==> src/sv/box_blur_row_filter_defines.svh <==
// Assertion macros shared by the box blur row filter RTL.
`ifndef BOX_BLUR_ROW_FILTER_DEFINES_SVH
`define BOX_BLUR_ROW_FILTER_DEFINES_SVH

// Same-cycle implication, sampled on clk, off while rst_n is low.
`define BBR_ASSERT_NOW(label, ante, cons, msg) \
  label: assert property (@(posedge clk) disable iff (!rst_n) (ante) |-> (cons)) \
    else $error(msg);

// Next-cycle implication, sampled on clk, off while rst_n is low.
`define BBR_ASSERT_NEXT(label, ante, cons, msg) \
  label: assert property (@(posedge clk) disable iff (!rst_n) (ante) |=> (cons)) \
    else $error(msg);

`endif

==> src/sv/bbr_pkg.sv <==
// Types and constants shared by the box blur row filter modules.
`timescale 1ns / 1ps
`default_nettype none
package bbr_pkg;

  localparam int PIX_W       = 8;
  localparam int COL_W       = 11;
  localparam int AVG_W       = 16;
  localparam int SUM_W       = 19;
  localparam int RW_W        = 12;
  localparam int RAD_W       = 10;
  localparam int DIV_W       = RAD_W + 1;
  localparam int CFG_IDX_W   = 2;
  localparam int CFG_DATA_W  = 12;
  localparam int IN_TDATA_W  = 8;
  localparam int OUT_TDATA_W = 32;
  localparam int OUT_PAD_W   = OUT_TDATA_W - COL_W - AVG_W;
  localparam int Q_DEPTH     = 2;
  localparam int Q_PTR_W     = $clog2(Q_DEPTH);
  localparam int Q_CNT_W     = $clog2(Q_DEPTH + 1);
  localparam int STEP_CNT_W  = $clog2(AVG_W);

  localparam logic [CFG_IDX_W-1:0]  REG_ROW_WIDTH   = 2'd0;
  localparam logic [CFG_IDX_W-1:0]  REG_RADIUS      = 2'd1;
  localparam logic [RW_W-1:0]       ROW_WIDTH_RESET = 12'd2048;
  localparam logic [RAD_W-1:0]      RADIUS_RESET    = 10'd25;
  localparam logic [STEP_CNT_W-1:0] STEP_LAST       = 4'd15;

  // One averaging job handed from the front end to the divider.
  typedef struct packed {
    logic [COL_W-1:0] column;
    logic [SUM_W-1:0] sum;
    logic [DIV_W-1:0] divisor;
    logic             row_last;
  } job_t;

  typedef struct packed {
    logic full;
    logic empty;
  } q_status_t;

  typedef enum logic [1:0] {
    DV_IDLE,
    DV_RUN,
    DV_DONE
  } div_state_t;

endpackage
`default_nettype wire

==> src/sv/bbr_div.sv <==
// Back end: bit-serial divider for the Q8.8 average and the output register.
`timescale 1ns / 1ps
`default_nettype none
module bbr_div import bbr_pkg::*; (
  input  wire                    clk,
  input  wire                    rst_n,
  input  q_status_t              q_status,
  input  job_t                   q_head,
  output logic                   q_pop,
  output logic                   out_tvalid,
  input  wire                    out_tready,
  output logic [OUT_TDATA_W-1:0] out_tdata,
  output logic                   out_tlast
);

  div_state_t            state_r, state_nxt;
  logic [DIV_W-1:0]      rem_r, div_r;
  logic [AVG_W-1:0]      quo_r;
  logic [COL_W-1:0]      col_r;
  logic                  last_r;
  logic [STEP_CNT_W-1:0] cnt_r;
  logic                  out_valid_r, out_valid_nxt;
  logic [COL_W-1:0]      out_col_r;
  logic [AVG_W-1:0]      out_avg_r;
  logic                  out_last_r;

  logic                  step_en, load_out, out_free;
  logic [DIV_W:0]        trial, rem_step;
  logic                  q_bit;

  assign out_free = !out_valid_r || out_tready;

  always_comb begin
    state_nxt = state_r;
    unique case (state_r)
      DV_IDLE: if (!q_status.empty) state_nxt = DV_RUN;
      DV_RUN:  if (cnt_r == STEP_LAST) state_nxt = DV_DONE;
      DV_DONE: if (out_free) state_nxt = DV_IDLE;
      default: state_nxt = DV_IDLE;
    endcase
  end

  always_comb begin
    q_pop    = 1'b0;
    step_en  = 1'b0;
    load_out = 1'b0;
    unique case (state_r)
      DV_IDLE: q_pop    = !q_status.empty;
      DV_RUN:  step_en  = 1'b1;
      DV_DONE: load_out = out_free;
      default: ;
    endcase
  end

  // One restoring step: bring down the next dividend bit, subtract if it fits.
  assign trial    = {rem_r, quo_r[AVG_W-1]};
  assign q_bit    = (trial >= {1'b0, div_r});
  assign rem_step = q_bit ? (trial - {1'b0, div_r}) : trial;

  assign out_valid_nxt = load_out ? 1'b1 : (out_tready ? 1'b0 : out_valid_r);

  always_ff @(posedge clk) begin
    if (!rst_n) begin
      state_r     <= DV_IDLE;
      out_valid_r <= 1'b0;
    end else begin
      state_r     <= state_nxt;
      out_valid_r <= out_valid_nxt;
    end
  end

  // Quotient fits 16 bits, so the top bits of sum*256 seed the remainder.
  always_ff @(posedge clk) begin
    if (q_pop) begin
      rem_r  <= q_head.sum[SUM_W-1 -: DIV_W];
      quo_r  <= {q_head.sum[PIX_W-1:0], PIX_W'(0)};
      div_r  <= q_head.divisor;
      col_r  <= q_head.column;
      last_r <= q_head.row_last;
      cnt_r  <= '0;
    end else if (step_en) begin
      rem_r <= rem_step[DIV_W-1:0];
      quo_r <= {quo_r[AVG_W-2:0], q_bit};
      cnt_r <= cnt_r + STEP_CNT_W'(1);
    end
    if (load_out) begin
      out_col_r  <= col_r;
      out_avg_r  <= quo_r;
      out_last_r <= last_r;
    end
  end

  assign out_tvalid = out_valid_r;
  assign out_tdata  = {{OUT_PAD_W{1'b0}}, out_avg_r, out_col_r};
  assign out_tlast  = out_last_r;

endmodule
`default_nettype wire

==> config.mk <==
export PLATFORM = sky130hd
export DESIGN_NAME = bbr_div
export DESIGN_NICKNAME = d
export VERILOG_FILES = /design/src/sv/box_blur_row_filter_defines.svh /design/src/sv/bbr_pkg.sv /design/src/sv/bbr_div.sv
export SDC_FILE = /design/constraint.sdc
export NUM_CORES = 1
export LEC_CHECK = 0
export ABC_CLOCK_PERIOD_IN_PS = 2450
export BUFFER_PORTS_ARGS = -buffer_cell sky130_fd_sc_hd__buf_2
export CORE_ASPECT_RATIO = 0.7
export CORE_UTILIZATION = 48
export CTS_CLUSTER_DIAMETER = 80
export DETAILED_ROUTE_END_ITERATION = 10
export PLACE_DENSITY_LB_ADDON = 0.3
export SLEW_MARGIN = 20
export SYNTH_ARGS = -nofsm -noshare
export SYNTH_HDL_FRONTEND = slang
export SYNTH_SLANG_ARGS = --single-unit
==> constraint.sdc <==
create_clock -name clk -period 2.45 [get_ports clk]
set_clock_uncertainty 0.15 [all_clocks]
set_input_delay 0.49 -clock clk [delete_from_list [all_inputs] [get_ports clk]]
set_output_delay 0.49 -clock clk [all_outputs]
set_load 0.05 [all_outputs]
=== Word level (Yosys, flattened, before mapping) ===
Cells that the tools add are included.

* Add/sub/neg operators: 2
* Reductions and logical operators: 7
* Equality and inequality tests: 6
* Muxes and demuxes: 14
* $lt $le $gt $ge: 1

{| class="wikitable"
|+ Operator list
! kind !! number
|-
| $mux W11 || 3
|-
| $mux W16 || 2
|-
| $ge A12 B11 Y1 || 1
|-
| $sub A11 B11 Y11 || 1
|-
| $mux W2 || 3
|-
| $ne A2 B2 Y1 const B || 3
|-
| $pmux W2 S3 || 1
|-
| $mux W1 || 5
|-
| $add A4 B1 Y4 const B || 1
|-
| $eq A4 B4 Y1 const B || 1
|-
| $reduce_bool A2 Y1 || 2
|-
| $reduce_and A3 Y1 || 1
|-
| $eq A2 B1 Y1 const B || 1
|-
| $eq A2 B2 Y1 const B || 1
|-
| $logic_not A1 Y1 || 2
|-
| $logic_not A2 Y1 || 1
|-
| $logic_or A1 B1 Y1 || 1
|}

* Output and inout bits: 35
* Word-level logic and storage cells: 42
* Register bits after elaboration: 85
* Input bits: 47

=== Depth between registers and ports, before layout ===
* Depth in word-level cells: 4
* Depth in mapped cells: 10
* Gate-level depth less buffers: 9

=== Worst setup path after synthesis ===
No wires, ideal clock.

* Path type: flip-flop to flip-flop
* Start point: register out_valid_r, in the netlist out_tvalid
* End point: register out_avg_r[0], enable pin
* Path buffers: 0
* Arrival: 1.937 ns
* Required time: 1.884 ns
* Stages on the path, launching flop included: 3
* Path slack: -0.053 ns
* Period minus slack after synthesis: 2.503 ns
* Setup time: 0.416 ns
* Cells stage by stage: dfxtp_1 -> nand2b_1 -> nor2b_1

* Word-level cells in the longest chain between the ends: 3

{| class="wikitable"
|+ RTL lines
! element !! line !! RTL
|-
| start: declaration || bbr_div.sv:22 || <nowiki>logic out_valid_r, out_valid_nxt;</nowiki>
|-
| start signal: assignment || bbr_div.sv:68 || <nowiki>out_valid_r <= out_valid_nxt;</nowiki>
|-
| $logic_not A1 Y1 || bbr_div.sv:31 || <nowiki>assign out_free = !out_valid_r || out_tready;</nowiki>
|-
| $logic_or A1 B1 Y1 || bbr_div.sv:31 ||
|-
| $mux W1 || bbr_div.sv:47 || <nowiki>unique case (state_r)</nowiki>
|-
| named net load_out || bbr_div.sv:27 || <nowiki>logic step_en, load_out, out_free;</nowiki>
|-
| end signal: assignment || bbr_div.sv:88 || <nowiki>out_avg_r <= quo_r;</nowiki>
|-
| end: declaration || bbr_div.sv:24 || <nowiki>logic [AVG_W-1:0] out_avg_r;</nowiki>
|}

The timed path passes the listed nets, and every way through them passes these cells.
A chain may end at the register's enable or synchronous reset.

=== Worst setup path after layout ===
* Start point: register rem_r[8]
* End point: register rem_r[1] (data pin)

* Word-level cells in the longest chain between the ends: 4

{| class="wikitable"
|+ RTL lines
! element !! line !! RTL
|-
| start: declaration || bbr_div.sv:17 || <nowiki>logic [DIV_W-1:0] rem_r, div_r;</nowiki>
|-
| start signal: assignment || bbr_div.sv:75 || <nowiki>rem_r <= q_head.sum[SUM_W-1 -: DIV_W];</nowiki>
|-
| start signal: assignment || bbr_div.sv:82 || <nowiki>rem_r <= rem_step[DIV_W-1:0];</nowiki>
|-
| $ge A12 B11 Y1 || bbr_div.sv:57 || <nowiki>assign q_bit = (trial >= {1'b0, div_r});</nowiki>
|-
| $mux W11 || bbr_div.sv:58 || <nowiki>assign rem_step = q_bit ? (trial - {1'b0, div_r}) : trial;</nowiki>
|-
| $mux W11 || bbr_div.sv:81 || <nowiki>end else if (step_en) begin</nowiki>
|-
| $mux W11 || bbr_div.sv:74 || <nowiki>if (q_pop) begin</nowiki>
|}

Every way passes these cells. The select of a mux whose other input is x is not followed.

==> metrics.txt <==
fin crit period 2.522 ns; largest net degree at the start of global routing 29; synthesized area per cell 12.90 sq um; # diodes 0; number of global-route vias before repair 2243; HP Class in2reg; htree depth 3; Area Growth Syn to Fin 22.93%; worst-skew pair later-pin latency 0.35 ns; Buf/Inv on CP 0; first-pass GRT wire length 11160 um; CTS clk-pin slew, worst paths 0.09 ns; CTS max path bufs 2; CP arrival 2.46 ns; initial antenna violation count 0; pwr dens 882.8 mW/mm^2; final antenna-violating net count 0; Die X 105.7 um; share of the synthesized area in the top cell type 58.19%; overall power 3.920 mW; grt total ovfl 0; DP Wirelength 5055 um; Ys Warns 0; port bufs 75; sequential share of the synthesized area 66.51%; FFs w/ async S/R, synth 0%; RSZ-0062 raised after global routing true; Final GP Congestion 0.8359; failing checks setup timing; post-layout util 60.94%; f_max 0.3965 GHz; Die ar. 0.007882 sq mm; fillers 597; PnR worst setup slack -0.07231 ns; Max transition margin 64.76%; initial drt markers 170; Initial Util 49.57%; Post-route DRC 0; final-report setup violation count 1; router iterations before antenna repair 5; most common library cell in the layout ignoring fill and taps buf_2; clock sinks 85; cts hold-fix bufs 0; ys flop type edfxtp_1; CTS tree built; layout cells sized above 1 34.49%; Placed Area 0.004134 sq mm; multi-input logic area 0.001182 sq mm; Die H 74.58 um; Worst-Margin Slew 0.5239 ns; EDFF count, synth 70; I/O pins 82; Rows 26; main area contributors after synthesis edfxtp_1 (58%), dfxtp_1 (8.3%), ha_1 (4.2%), nand2_1 (2.9%), nand3_1 (2.1%); Yosys top cell by area edfxtp_1; global-route usage over all layers 18.80%; commonest cells after routing, fill and taps aside buf_2 (75), edfxtp_1 (70), nand2_1 (28); worst-path cell chain ha_1 > a21oi_1 > o211ai_1 > o21a_4 > nor4_1 > a311oi_2; CP Launch Type register; pre-CTS setup slack -0.05937 ns; critical path fanouts, max 6; synthesized area 0.003612 sq mm; via/cell ratio 5.263; core box area 0.007287 sq mm; Post-Layout Inst Area 0.004441 sq mm; LEAKAGE 1.789 nW; CP max stage cell nor4_1; setup TNS -0.07231 ns; # nets final 429; Tcrit/Tclk final 103.0%; Inserted Clock Buffers 9; Sequential Area 0.002402 sq mm; vias post-DR 2484; Critical Path Max Stage Delay 0.46 ns; WS Path Type reg2reg; outcome finished with violations; Critical Path RT 2.39 ns; wire per inst 15.65 um; Worst setup EP type register; Synth Instances 280; Yosys reg bits 85; library cells used by synthesis 49; final hold viol count 0; CP top delay family compound AO/OA/AOI/OAI gates; max_cap viols 0; drt total wl 7388 um; Worst IR Drop VDD 0.0004099 V; CTS Root Buffer Type clkbuf_8; Pins Over Slew Limit 0
-- report_power, final --
group	internal (mW)	total, mW	switching, mW	leakage (nW)
combinational	0.502	1.16	0.661	0.914
sequential	1.75	1.83	0.0826	0.787
clock	0.383	0.928	0.545	0.0881
-- through the flow --
stage / instances / hold slack [ns]
floorplan: 284 / 0.2503
global placement: 454 / 0.2504
detailed placement: 454 / 0.2545
CTS: 471 / 0.1480
global route: 472 / 0.1355
finish: 472 / 0.1592
-- worst paths after layout --
check | cells after the start | to | slack, ns | start
setup / recovery | 6 | rem_r[1] | -0.07 | rem_r[8]
hold / removal | 1 | div_r[5] | 0.16 | q_head[6]
setup reg to reg | 6 | rem_r[1] | -0.07 | rem_r[8]
hold reg to reg | 0 | out_col_r[2] | 0.27 | col_r[2]
-- cells by family after synthesis --
kind of cell,after synthesis,synth area share [%]
adder cells (fa/ha/maj),13,4.711
XOR/XNOR,9,2.182
other,1,0.1038
buffers and inverters,31,4.087
AO/OA/AOI/OAI,53,10.53
AND/OR/NAND/NOR,88,11.88
flip-flops,85,66.51
-- registers in the layout (all words and copies together) (netlist names) --
| signal | cells |
|---|---|
| rem_r | 11 |
| div_r | 11 |
| cnt_r | 4 |
| out_tlast | 1 |
| last_r | 1 |
| out_col_r | 11 |
| quo_r | 16 |
| col_r | 11 |
| state_r | 2 |
| out_avg_r | 16 |
| out_tvalid | 1 |
-- repair_timing --
action,4_1_cts,5_1_grt
resized for setup,2,20
endpoints found under the setup margin,9,12
pin swaps,4,10
setup buffers,1,1
-- per-layer routing --
layer  up-vias  part of all wire (%)  global-route usage, %
li1       1199                     -                      -
met1      1211                    47                  26.01
met2        66                    48                  29.56
met3         8                   3.9                  4.996
met4         0                  0.93                  5.556
met5         -                     0                      0
-- area by class of cell --
type	count	share of cell area (%)
Inverter	15	1.268
Timing Repair Buffer	90	11.16
Clock inverter	7	1.296
Multi-Input combinational cell	168	26.63
Clock buffer	9	2.790
Tap cell	98	2.761
Sequential cell	85	54.10
-- cell usage after synthesis, types with 2 or more instances --
library cell  count
nand2b_1          5
inv_1            14
a211oi_1          2
a31oi_1           3
buf_2             4
o21a_1            3
buf_1             4
nor4_1            3
o21ai_2           2
a22o_1            8
nand2_1          28
nand4_1           5
dfxtp_1          15
o31ai_1           3
a21boi_0          2
o21ai_0           7
o211ai_1          3
nor2b_1           4
buf_4             5
a21oi_1           8
and2_1            4
xor2_1            3
nand3_1          15
clkbuf_1          2
edfxtp_1         70
xnor2_1           6
a41oi_1           3
a311oi_1          2
ha_1             12
nor2_1           16
Note: power is estimated with default switching activity, not from simulation.
