--- config.mk ---
export PLATFORM = sky130hd
export DESIGN_NAME = bbr_queue
export DESIGN_NICKNAME = d
export VERILOG_FILES = /design/src/sv/box_blur_row_filter_defines.svh /design/src/sv/bbr_pkg.sv /design/src/sv/bbr_queue.sv
export SDC_FILE = /design/constraint.sdc
export NUM_CORES = 1
export LEC_CHECK = 0
export ABC_CLOCK_PERIOD_IN_PS = 4450
export BUFFER_PORTS_ARGS = -buffer_cell sky130_fd_sc_hd__buf_2
export CORE_MARGIN = 3
export CORE_UTILIZATION = 55
export CTS_CLUSTER_SIZE = 12
export DETAILED_ROUTE_END_ITERATION = 10
export GPL_TIMING_DRIVEN = 1
export MAX_ROUTING_LAYER = met4
export PLACE_DENSITY = 0.83
export SYNTH_ARGS = -nofsm -noshare
export SYNTH_HDL_FRONTEND = slang
export SYNTH_SLANG_ARGS = --single-unit
--- constraint.sdc ---
create_clock -name clk -period 4.45 [get_ports clk]
set_input_delay 0.445 -clock clk [delete_from_list [all_inputs] [get_ports clk]]
set_output_delay 0.445 -clock clk [all_outputs]
set_load 0.01 [all_outputs]
--- src/sv/box_blur_row_filter_defines.svh ---
// Assertion macros shared by the box blur row filter RTL.
`ifndef BOX_BLUR_ROW_FILTER_DEFINES_SVH
`define BOX_BLUR_ROW_FILTER_DEFINES_SVH

// Same-cycle implication, sampled on clk, off while rst_n is low.
`define BBR_ASSERT_NOW(label, ante, cons, msg) \
  label: assert property (@(posedge clk) disable iff (!rst_n) (ante) |-> (cons)) \
    else $error(msg);

// Next-cycle implication, sampled on clk, off while rst_n is low.
`define BBR_ASSERT_NEXT(label, ante, cons, msg) \
  label: assert property (@(posedge clk) disable iff (!rst_n) (ante) |=> (cons)) \
    else $error(msg);

`endif

--- src/sv/bbr_pkg.sv ---
// Types and constants shared by the box blur row filter modules.
`timescale 1ns / 1ps
`default_nettype none
package bbr_pkg;

  localparam int PIX_W       = 8;
  localparam int COL_W       = 11;
  localparam int AVG_W       = 16;
  localparam int SUM_W       = 19;
  localparam int RW_W        = 12;
  localparam int RAD_W       = 10;
  localparam int DIV_W       = RAD_W + 1;
  localparam int CFG_IDX_W   = 2;
  localparam int CFG_DATA_W  = 12;
  localparam int IN_TDATA_W  = 8;
  localparam int OUT_TDATA_W = 32;
  localparam int OUT_PAD_W   = OUT_TDATA_W - COL_W - AVG_W;
  localparam int Q_DEPTH     = 2;
  localparam int Q_PTR_W     = $clog2(Q_DEPTH);
  localparam int Q_CNT_W     = $clog2(Q_DEPTH + 1);
  localparam int STEP_CNT_W  = $clog2(AVG_W);

  localparam logic [CFG_IDX_W-1:0]  REG_ROW_WIDTH   = 2'd0;
  localparam logic [CFG_IDX_W-1:0]  REG_RADIUS      = 2'd1;
  localparam logic [RW_W-1:0]       ROW_WIDTH_RESET = 12'd2048;
  localparam logic [RAD_W-1:0]      RADIUS_RESET    = 10'd25;
  localparam logic [STEP_CNT_W-1:0] STEP_LAST       = 4'd15;

  // One averaging job handed from the front end to the divider.
  typedef struct packed {
    logic [COL_W-1:0] column;
    logic [SUM_W-1:0] sum;
    logic [DIV_W-1:0] divisor;
    logic             row_last;
  } job_t;

  typedef struct packed {
    logic full;
    logic empty;
  } q_status_t;

  typedef enum logic [1:0] {
    DV_IDLE,
    DV_RUN,
    DV_DONE
  } div_state_t;

endpackage
`default_nettype wire

--- src/sv/bbr_queue.sv ---
// Short job queue between the front end and the divider.
`timescale 1ns / 1ps
`default_nettype none
module bbr_queue import bbr_pkg::*; (
  input  wire       clk,
  input  wire       rst_n,
  input  wire       push,
  input  job_t      push_job,
  input  wire       pop,
  output job_t      head,
  output q_status_t status
);

  job_t               slot_r [Q_DEPTH];
  logic [Q_PTR_W-1:0] wr_ptr_r, wr_ptr_nxt;
  logic [Q_PTR_W-1:0] rd_ptr_r, rd_ptr_nxt;
  logic [Q_CNT_W-1:0] count_r, count_nxt;

  assign status.full  = (count_r == Q_CNT_W'(Q_DEPTH));
  assign status.empty = (count_r == '0);
  assign head         = slot_r[rd_ptr_r];

  always_comb begin
    wr_ptr_nxt = wr_ptr_r;
    rd_ptr_nxt = rd_ptr_r;
    count_nxt  = count_r;
    if (push) begin
      wr_ptr_nxt = (wr_ptr_r == Q_PTR_W'(Q_DEPTH - 1)) ? '0 : wr_ptr_r + Q_PTR_W'(1);
    end
    if (pop) begin
      rd_ptr_nxt = (rd_ptr_r == Q_PTR_W'(Q_DEPTH - 1)) ? '0 : rd_ptr_r + Q_PTR_W'(1);
    end
    if (push && !pop) begin
      count_nxt = count_r + Q_CNT_W'(1);
    end else if (pop && !push) begin
      count_nxt = count_r - Q_CNT_W'(1);
    end
  end

  always_ff @(posedge clk) begin
    if (!rst_n) begin
      wr_ptr_r <= '0;
      rd_ptr_r <= '0;
      count_r  <= '0;
    end else begin
      wr_ptr_r <= wr_ptr_nxt;
      rd_ptr_r <= rd_ptr_nxt;
      count_r  <= count_nxt;
    end
  end

  always_ff @(posedge clk) begin
    if (push) begin
      slot_r[wr_ptr_r] <= push_job;
    end
  end

endmodule
`default_nettype wire

=== Yosys cells after proc, flatten, opt, wreduce, memory -nomap -nowiden ===
Memories as Yosys holds them, arrays and structs flattened. A register that Yosys moved wholly into a read port is not among the register bits.
Index checks and enable logic that the tools add are counted.
Widths: inputs -> output; s select.

* Logic and storage cells: 23
* Input port bits: 46
* Memory bits (writable): 84
* Memories: 1
* Register bits after elaboration: 4
* Output and inout bits: 44

* Equal/unequal tests: 1
* Add/sub/neg operators: 4
* Reduce and logical (&&, ||, !) cells: 6
* Muxes and demuxes: 8

{| class="wikitable"
|+ Memory list
! name !! depth !! bits a word !! rd ports !! clocked after memory_dff !! write ports !! RTL line !! RTL
|-
| slot_r || 2 || 42 || 1 || 1 || 1 || bbr_queue.sv:14 || <nowiki>job_t slot_r [Q_DEPTH];</nowiki>
|}

{| class="wikitable"
|+ Operators with widths
! operator !! count
|-
| $mux 1 || 6
|-
| $mux 2 || 2
|-
| $add 1x1->1 const B || 2
|-
| $add 2x1->2 const B || 1
|-
| $eq 2x2->1 const B || 1
|-
| $logic_and 1x1->1 || 2
|-
| $logic_not 1->1 || 2
|-
| $logic_not 2->1 || 1
|-
| $reduce_bool 2->1 || 1
|-
| $sub 2x1->2 const B || 1
|}

=== Logic depth before layout (Yosys ltp) ===
Gate-level depths: netlist of run 1.

* Depth after elaboration: 4
* Mapped depth: 5

=== Least setup slack after synthesis of run 1 ===
No wires, ideal clock.

* Path type: input -> register
* Start point: in push
* End point: mem slot_r[0][0] (netlist bit), enable pin
* Slack: 1.652 ns
* Arrival time: 2.351 ns
* Buffers on the path: 0
* Stages: 1
* Setup time: 0.448 ns
* Cells stage by stage: nor2b_1

* Longest elaborated chain between the ends: 2

{| class="wikitable"
|+ Ends and longest elaborated chain
! what !! RTL line !! RTL
|-
| from (decl) || bbr_queue.sv:7 || <nowiki>input wire push,</nowiki>
|-
| $mux 1 || bbr_queue.sv:53 || <nowiki>if (push) begin</nowiki>
|-
| $mux 1 (implied by the code) || bbr_queue.sv:54 || <nowiki>slot_r[wr_ptr_r] <= push_job;</nowiki>
|-
| to (decl) || bbr_queue.sv:14 ||
|}

Every way passes these cells.

==> results of run 1 <==
## layer usage
metal | vias to the layer above | part of all wire (%) | GRT usage (%)
met4 | 0 | 2.5 | 8.33
met1 | 768 | 41 | 19.4
met2 | 52 | 50 | 26.0
met5 | - | 0 | -
li1 | 784 | - | -
met3 | 11 | 6.5 | 4.97
## power groups by stage
stage / clock [mW] / sequential (mW) / combinational, mW
floorplan: 0 / 0.994 / 0.112
global placement: 0 / 1.01 / 0.171
detailed placement: 0 / 1.01 / 0.175
CTS: 0.639 / 0.993 / 0.176
global route: 0.679 / 0.997 / 0.189
finish: 0.626 / 0.992 / 0.172
## state kept, by name, summed over array words and instances, names as in the netlist, named ones only
name / cells
slot_r: 84
rd_ptr_r: 1
count_r: 2
wr_ptr_r: 1
## through the flow
stage	total power, mW	instances	instance area (um2)
after detailed placement	1.19	310	3770
after CTS	1.81	326	4000
final	1.79	326	4000
after global placement	1.18	310	3770
after global routing	1.87	326	4000
after floorplan	1.11	153	3240
## worst min path at each step
stage | startpoint | to | slack (ns)
finish | push_job[9] | slot_r[0][9]$_DFFE_PP_ | 0.29
detailed placement | count_r[1]$_SDFFE_PN0P_ | count_r[1]$_SDFFE_PN0P_ | 0.51
global route | push_job[39] | slot_r[0][39]$_DFFE_PP_ | 0.26
floorplan | count_r[1]$_SDFFE_PN0P_ | count_r[1]$_SDFFE_PN0P_ | 0.47
global placement | count_r[1]$_SDFFE_PN0P_ | count_r[1]$_SDFFE_PN0P_ | 0.48
CTS | push_job[26] | slot_r[1][26]$_DFFE_PP_ | 0.27
## layout by cell type (no fill, tap or decap), drive strengths merged, types with 2 or more instances in the layout
cell type	instances
buf	90
edfxtp	84
mux2	42
clkbuf	9
dfxtp	5
and2	4
clkinv	4
bufinv	3
xor2	2
nor2b	2
## cells in the mapped netlist
cell / instances / area share, %
ha_1: 1 / 0.39
nor2b_1: 2 / 0.39
o21ai_0: 1 / 0.15
nor2_1: 1 / 0.12
a21boi_1: 1 / 0.23
or3_1: 1 / 0.19
and2_1: 4 / 0.77
xor2_1: 2 / 0.54
buf_4: 1 / 0.23
dfxtp_1: 5 / 3.1
and2b_2: 1 / 0.27
edfxtp_1: 84 / 78
xnor2_1: 1 / 0.27
inv_1: 1 / 0.12
o21a_1: 1 / 0.23
buf_2: 4 / 0.62
mux2_2: 42 / 15
## cell families (layout without fill, tap and decap cells)
| group | after synthesis | in the layout |
|---|---|---|
| multiplexers | 42 | 42 |
| buffers and inverters | 6 | 107 |
| AND/OR/NAND/NOR | 9 | 9 |
| XOR/XNOR | 3 | 3 |
| flip-flops | 89 | 89 |
| AO/OA/AOI/OAI | 3 | 3 |
| adder cells (fa/ha/maj) | 1 | 1 |
## layout make-up
class                           count  area [um2]  area share (%)
Clock inverter                      7         109            2.72
Clock buffer                        9         124            3.10
Tap cell                           72        90.1            2.25
Multi-Input combinational cell     58         597            14.9
Inverter                            1        3.75          0.0938
Sequential cell                    89        2620            65.6
Timing Repair Buffer               90         453            11.3
==> results.md, run 1 <==
* Largest family of logic cells by synthesized area: multiplexers
* Worst setup path end: head[17]
* Vias post-DR at between 1500 and 2000
* HP Class: input pin to flop
* Largest net degree at the start of global routing at 43
* Simple-gate area share of the yosys netlist at about 1.7%
* CP max-delay cell: dfxtp_2
* Setup Slack @ Placement at around 2.4 ns
* # IOs at 90
* Fraction of layout cells with a size suffix above 1 at roughly three fifths
* Fin crit period at roughly 2.4 ns
* Synth Warn # at 0
* Final Cycle Share at 53.2%
* P_leak at 1.53 nW
* Slew Limit Fails at 0
* Routability cong. at between 0.6 and 0.7
* Initial Util at 57.8%
* Distinct cells, synth at 17
* Reg2reg setup slack at approximately 2.8 ns
* Flop pwr share at 55.4%
* Hold_buf cts at 0
* Nets at 296
* Die area at a little under 7000 um2
* Crit path capture type: output port
* Max cap viols at 0
* Input/output buffers at 89
* Final worst slack at ~2.1 ns
* # DRC at 0
* Vias per cell at just under 5
* GRT Util Overall at ~17%
* Delay-heaviest family, CP: flip-flops
* Post-layout util at 71.3%
* CP startpoint kind: flop
* Clk_lat worst skew at between 0.3 and 0.4 ns
* Remaining Overflow, GRT at 0
* Initial DRC count at 88
* Worst-path cell chain: mux2_2, buf_2
* Final ANT Viol Nets at 0
* Peak Freq at 0.422 GHz
* Hold slack at about 0.29 ns
* Worst R2R End: slot_r[1][5]$_DFFE_PP_
* Worst path bufs/invs at 1
* RSZ-0062 raised after global routing: false
* Part of the Yosys area used for sequential elements at ~81%
* Pwr dens at 447 nW/um2
* Max VDD drop at between 0.0002 and 0.0003 V
* Antenna violations before repair at 0
* Slowest stage delay, CP at approximately 1 ns
* Antenna Cells at 0
* Clock Power Share at a little over a third
* Status: complete, no violations
* Worst-Margin Slew at approximately 1 ns
* Int Pwr at 1.42 mW
* Fill cell count at around 370
* Netlist Area Pre-Place at roughly 3200 um2
* Worst r2r src: wr_ptr_r$_SDFFE_PN0P_
* DR pass1 iterations at 3
* Die height at 82.8 um
* Hold depth at 1
* Stages on worst setup path at 2
* Root buf cell: clkbuf_8
* Reg clk slew, reported paths at approximately 0.08 ns
* Die W at between 80 and 90 um
* R2r worst-path depth at 1
* Post-Syn Nets at 200
* CTS-repair resized insts at 0
* Vias in the first global route at approximately 1600
* Hold Vio Cnt, Final at 0
* Crit path max fanout at 42
* Syn avg cell area at about 21 um2
* Cells after synthesis at 153
* Clk buf depth at 2
* # Post-CTS Setup Buffers at 0
* Synth Area in Adders at 0.386%
* Core area at about 5600 um2
* WP data required at around 4.0 ns
* Clock buffer count from CTS at 9
* First-pass GRT wire length at approximately 7700 um
* Switching share of power at 20.4%
* Synth Area in Compound Gates at less than 1%
* Kind of critical path: flop to output port
* Clock sink count at 89
* Final setup TNS at 0 ns
* Xor/xnor share of the synthesized area at 0.810%
* Critical Path AT at 1.92 ns
* Psw at 365 uW
* CTS HTree Levels at 3
* Layout Skew at around 0.008 ns
* Core Rows at 27
* Combinational share of power at a little under a tenth
* Worst rel slew slack at 33.2%
* Wire per inst at approximately 16 um
* Synth-to-Final Area Change at 23.4%
* Synth Register Bits at slightly below 90
* HPWL Detailed at around 3500 um
* Final-report setup violation count at 0
* CTS tree: built
* Drt total wl at roughly 5200 um
* Multiplexer share of the synthesized area at 14.6%
(Power assumes the default switching activity.)
==> inputs of run 2 (changes only) <==
- ABC_CLOCK_PERIOD_IN_PS: 4450 -> 2290
- CORE_UTILIZATION: 55 -> 51
- PLACE_DENSITY: 0.83 -> 0.78
- clock period: 4.45 -> 2.29 ns (I/O delays scaled with it)
==> results.md, run 2 (same netlist as run 1, synthesis figures left out) <==
* Status: complete, no violations
* Die height at between 80 and 90 um
* Routing usage on met3 at around 5.6%
* Fraction of layout cells with a size suffix above 1 at between 60 and 70%
* Routability cong. at roughly 0.68
* HPWL Detailed at between 3000 and 4000 um
* Initial Util at 53.8%
* Root buf cell: clkbuf_8
* Reg2reg setup slack at around 0.76 ns
* Crit path capture type: output port
* Fin crit period at 1.71 ns
* Final Cycle Share at roughly three quarters
* CTS tree: built
* R2r worst-path depth at 2
* Worst path bufs/invs at 2
* Placed Cells at between 300 and 400
* WP data required at between 2 and 2.5 ns
* Clock buffer count from CTS at 9
* HP Class: input pin to flop
* Reg clk slew, reported paths at about 0.090 ns
* Antenna Cells at 0
* Worst-Margin Slew at approximately 0.57 ns
* Hold slack at 0.0695 ns
* Hold Vio Cnt, Final at 0
* Wire per inst at 16.2 um
* Layout Skew at about 0.0069 ns
* Core Rows at 28
* # IOs at 90
* Remaining Overflow, GRT at 0
* Vias post-DR at 1653
* Initial DRC count at 83
* Final worst slack at roughly 0.58 ns
* Delay-heaviest family, CP: buffers and inverters
* Top Registers: slot_r (84), count_r (2)
* Final ANT Viol Nets at 0
* Antenna violations before repair at 0
* Hold_buf cts at 0
* Hold Path End: slot_r[0][26]$_DFFE_PP_
* Hold depth at 1
* # DRC at 0
* Max reg flops at 84
* Drt total wl at ~5400 um
* CTS-repair resized insts at 0
* Core area at roughly 6000 um2
* Worst r2r src: wr_ptr_r$_SDFFE_PN0P_
* First-pass GRT wire length at between 8000 and 9000 um
* GRT Util Overall at between 15 and 20%
* Clk_lat worst skew at between 0.3 and 0.4 ns
* Final Instance Count excl. Fillers at ~330
* Post-layout util at between 60% and 70%
* Global routing's busiest layer: met2
* Met2 usage at between 20 and 30%
* Max cap viols at 0
* Clk buf depth at 2
* DR pass1 iterations at 4
* Largest net degree at the start of global routing at 26
* CP max-delay cell: mux2_2
* Pwr dens at about 830 nW/um2
* Die area at around 7300 um2
* Slew Limit Fails at 0
* # Post-CTS Setup Buffers at 0
* Clock sink count at 89
* RSZ-0062 raised after global routing: false
* Worst R2R End: slot_r[0][24]$_DFFE_PP_
* Setup Slack @ Placement at 0.713 ns
* GR Layer Usage met1 at between 10% and 20%
* CTS HTree Levels at 3
* Crit path max fanout at 22
* Peak Freq at about 0.59 GHz
* Synth-to-Final Area Change at 24.0%
* Critical Path AT at approximately 1.5 ns
* Most common cell after layout, fill and taps aside: buf_2
* Hold path start: push_job[26]
* Worst-path cell chain: buf_4, mux2_2, buf_2
* Max VDD drop at 0.000608 V
* Largest Register: slot_r
* Nets at 300
* Worst rel slew slack at about three fifths
* Vias per cell at about 5.0
* Slowest stage delay, CP at between 0.3 and 0.4 ns
* Kind of critical path: flop to output port
* Final setup TNS at 0 ns
* Vias in the first global route at approximately 1700
* Die W at between 80 and 90 um
* Input/output buffers at around 90
* P_leak at between 1.5 and 2 nW
* Most frequent cells in the layout: buf_2, edfxtp_1, mux2_2
* Final-report setup violation count at 0
* CP startpoint kind: flop
run 2: area by class of cell:
class / instances / area [um2]
clock buffers: 9 / 124
clock inverters: 7 / 83.8
fillers: 461 / 2000
inverters: 1 / 3.75
multi-input cells: 58 / 597
flip-flops and latches: 89 / 2620
well taps: 75 / 93.8
repair buffers: 94 / 495
run 2: worst max path at each step:
stage,startpoint,end,cells after the start
2_1_floorplan,wr_ptr_r$_SDFFE_PN0P_,slot_r[0][0]$_DFFE_PP_,1
3_3_place_gp,push,slot_r[0][10]$_DFFE_PP_,3
3_5_place_dp,push,slot_r[0][8]$_DFFE_PP_,3
4_1_cts,flop,head[34],3
5_1_grt,flop,head[34],3
6_report,flop,head[7],3
run 2: per-stage QoR:
| stage | area (um2) | power, mW |
|---|---|---|
| 3_3_place_gp | 3810 | 2.31 |
| 4_1_cts | 4020 | 3.39 |
| 2_1_floorplan | 3240 | 2.15 |
| 3_5_place_dp | 3810 | 2.32 |
| 5_1_grt | 4020 | 3.50 |
| 6_report | 4020 | 3.36 |
run 2: routing by layer:
layer / routed length [um] / part of all wire (%)
met1: 2260 / 42
met2: 2790 / 52
met3: 294 / 5.5
met4: 42 / 0.78
met5: 0 / 0
run 2: power by group:
part           internal (mW)  total (mW)  switching, mW
registers               1.87        1.90         0.0247
clock network          0.525        1.08          0.559
logic                  0.186       0.375          0.189
total                   2.59        3.36          0.773
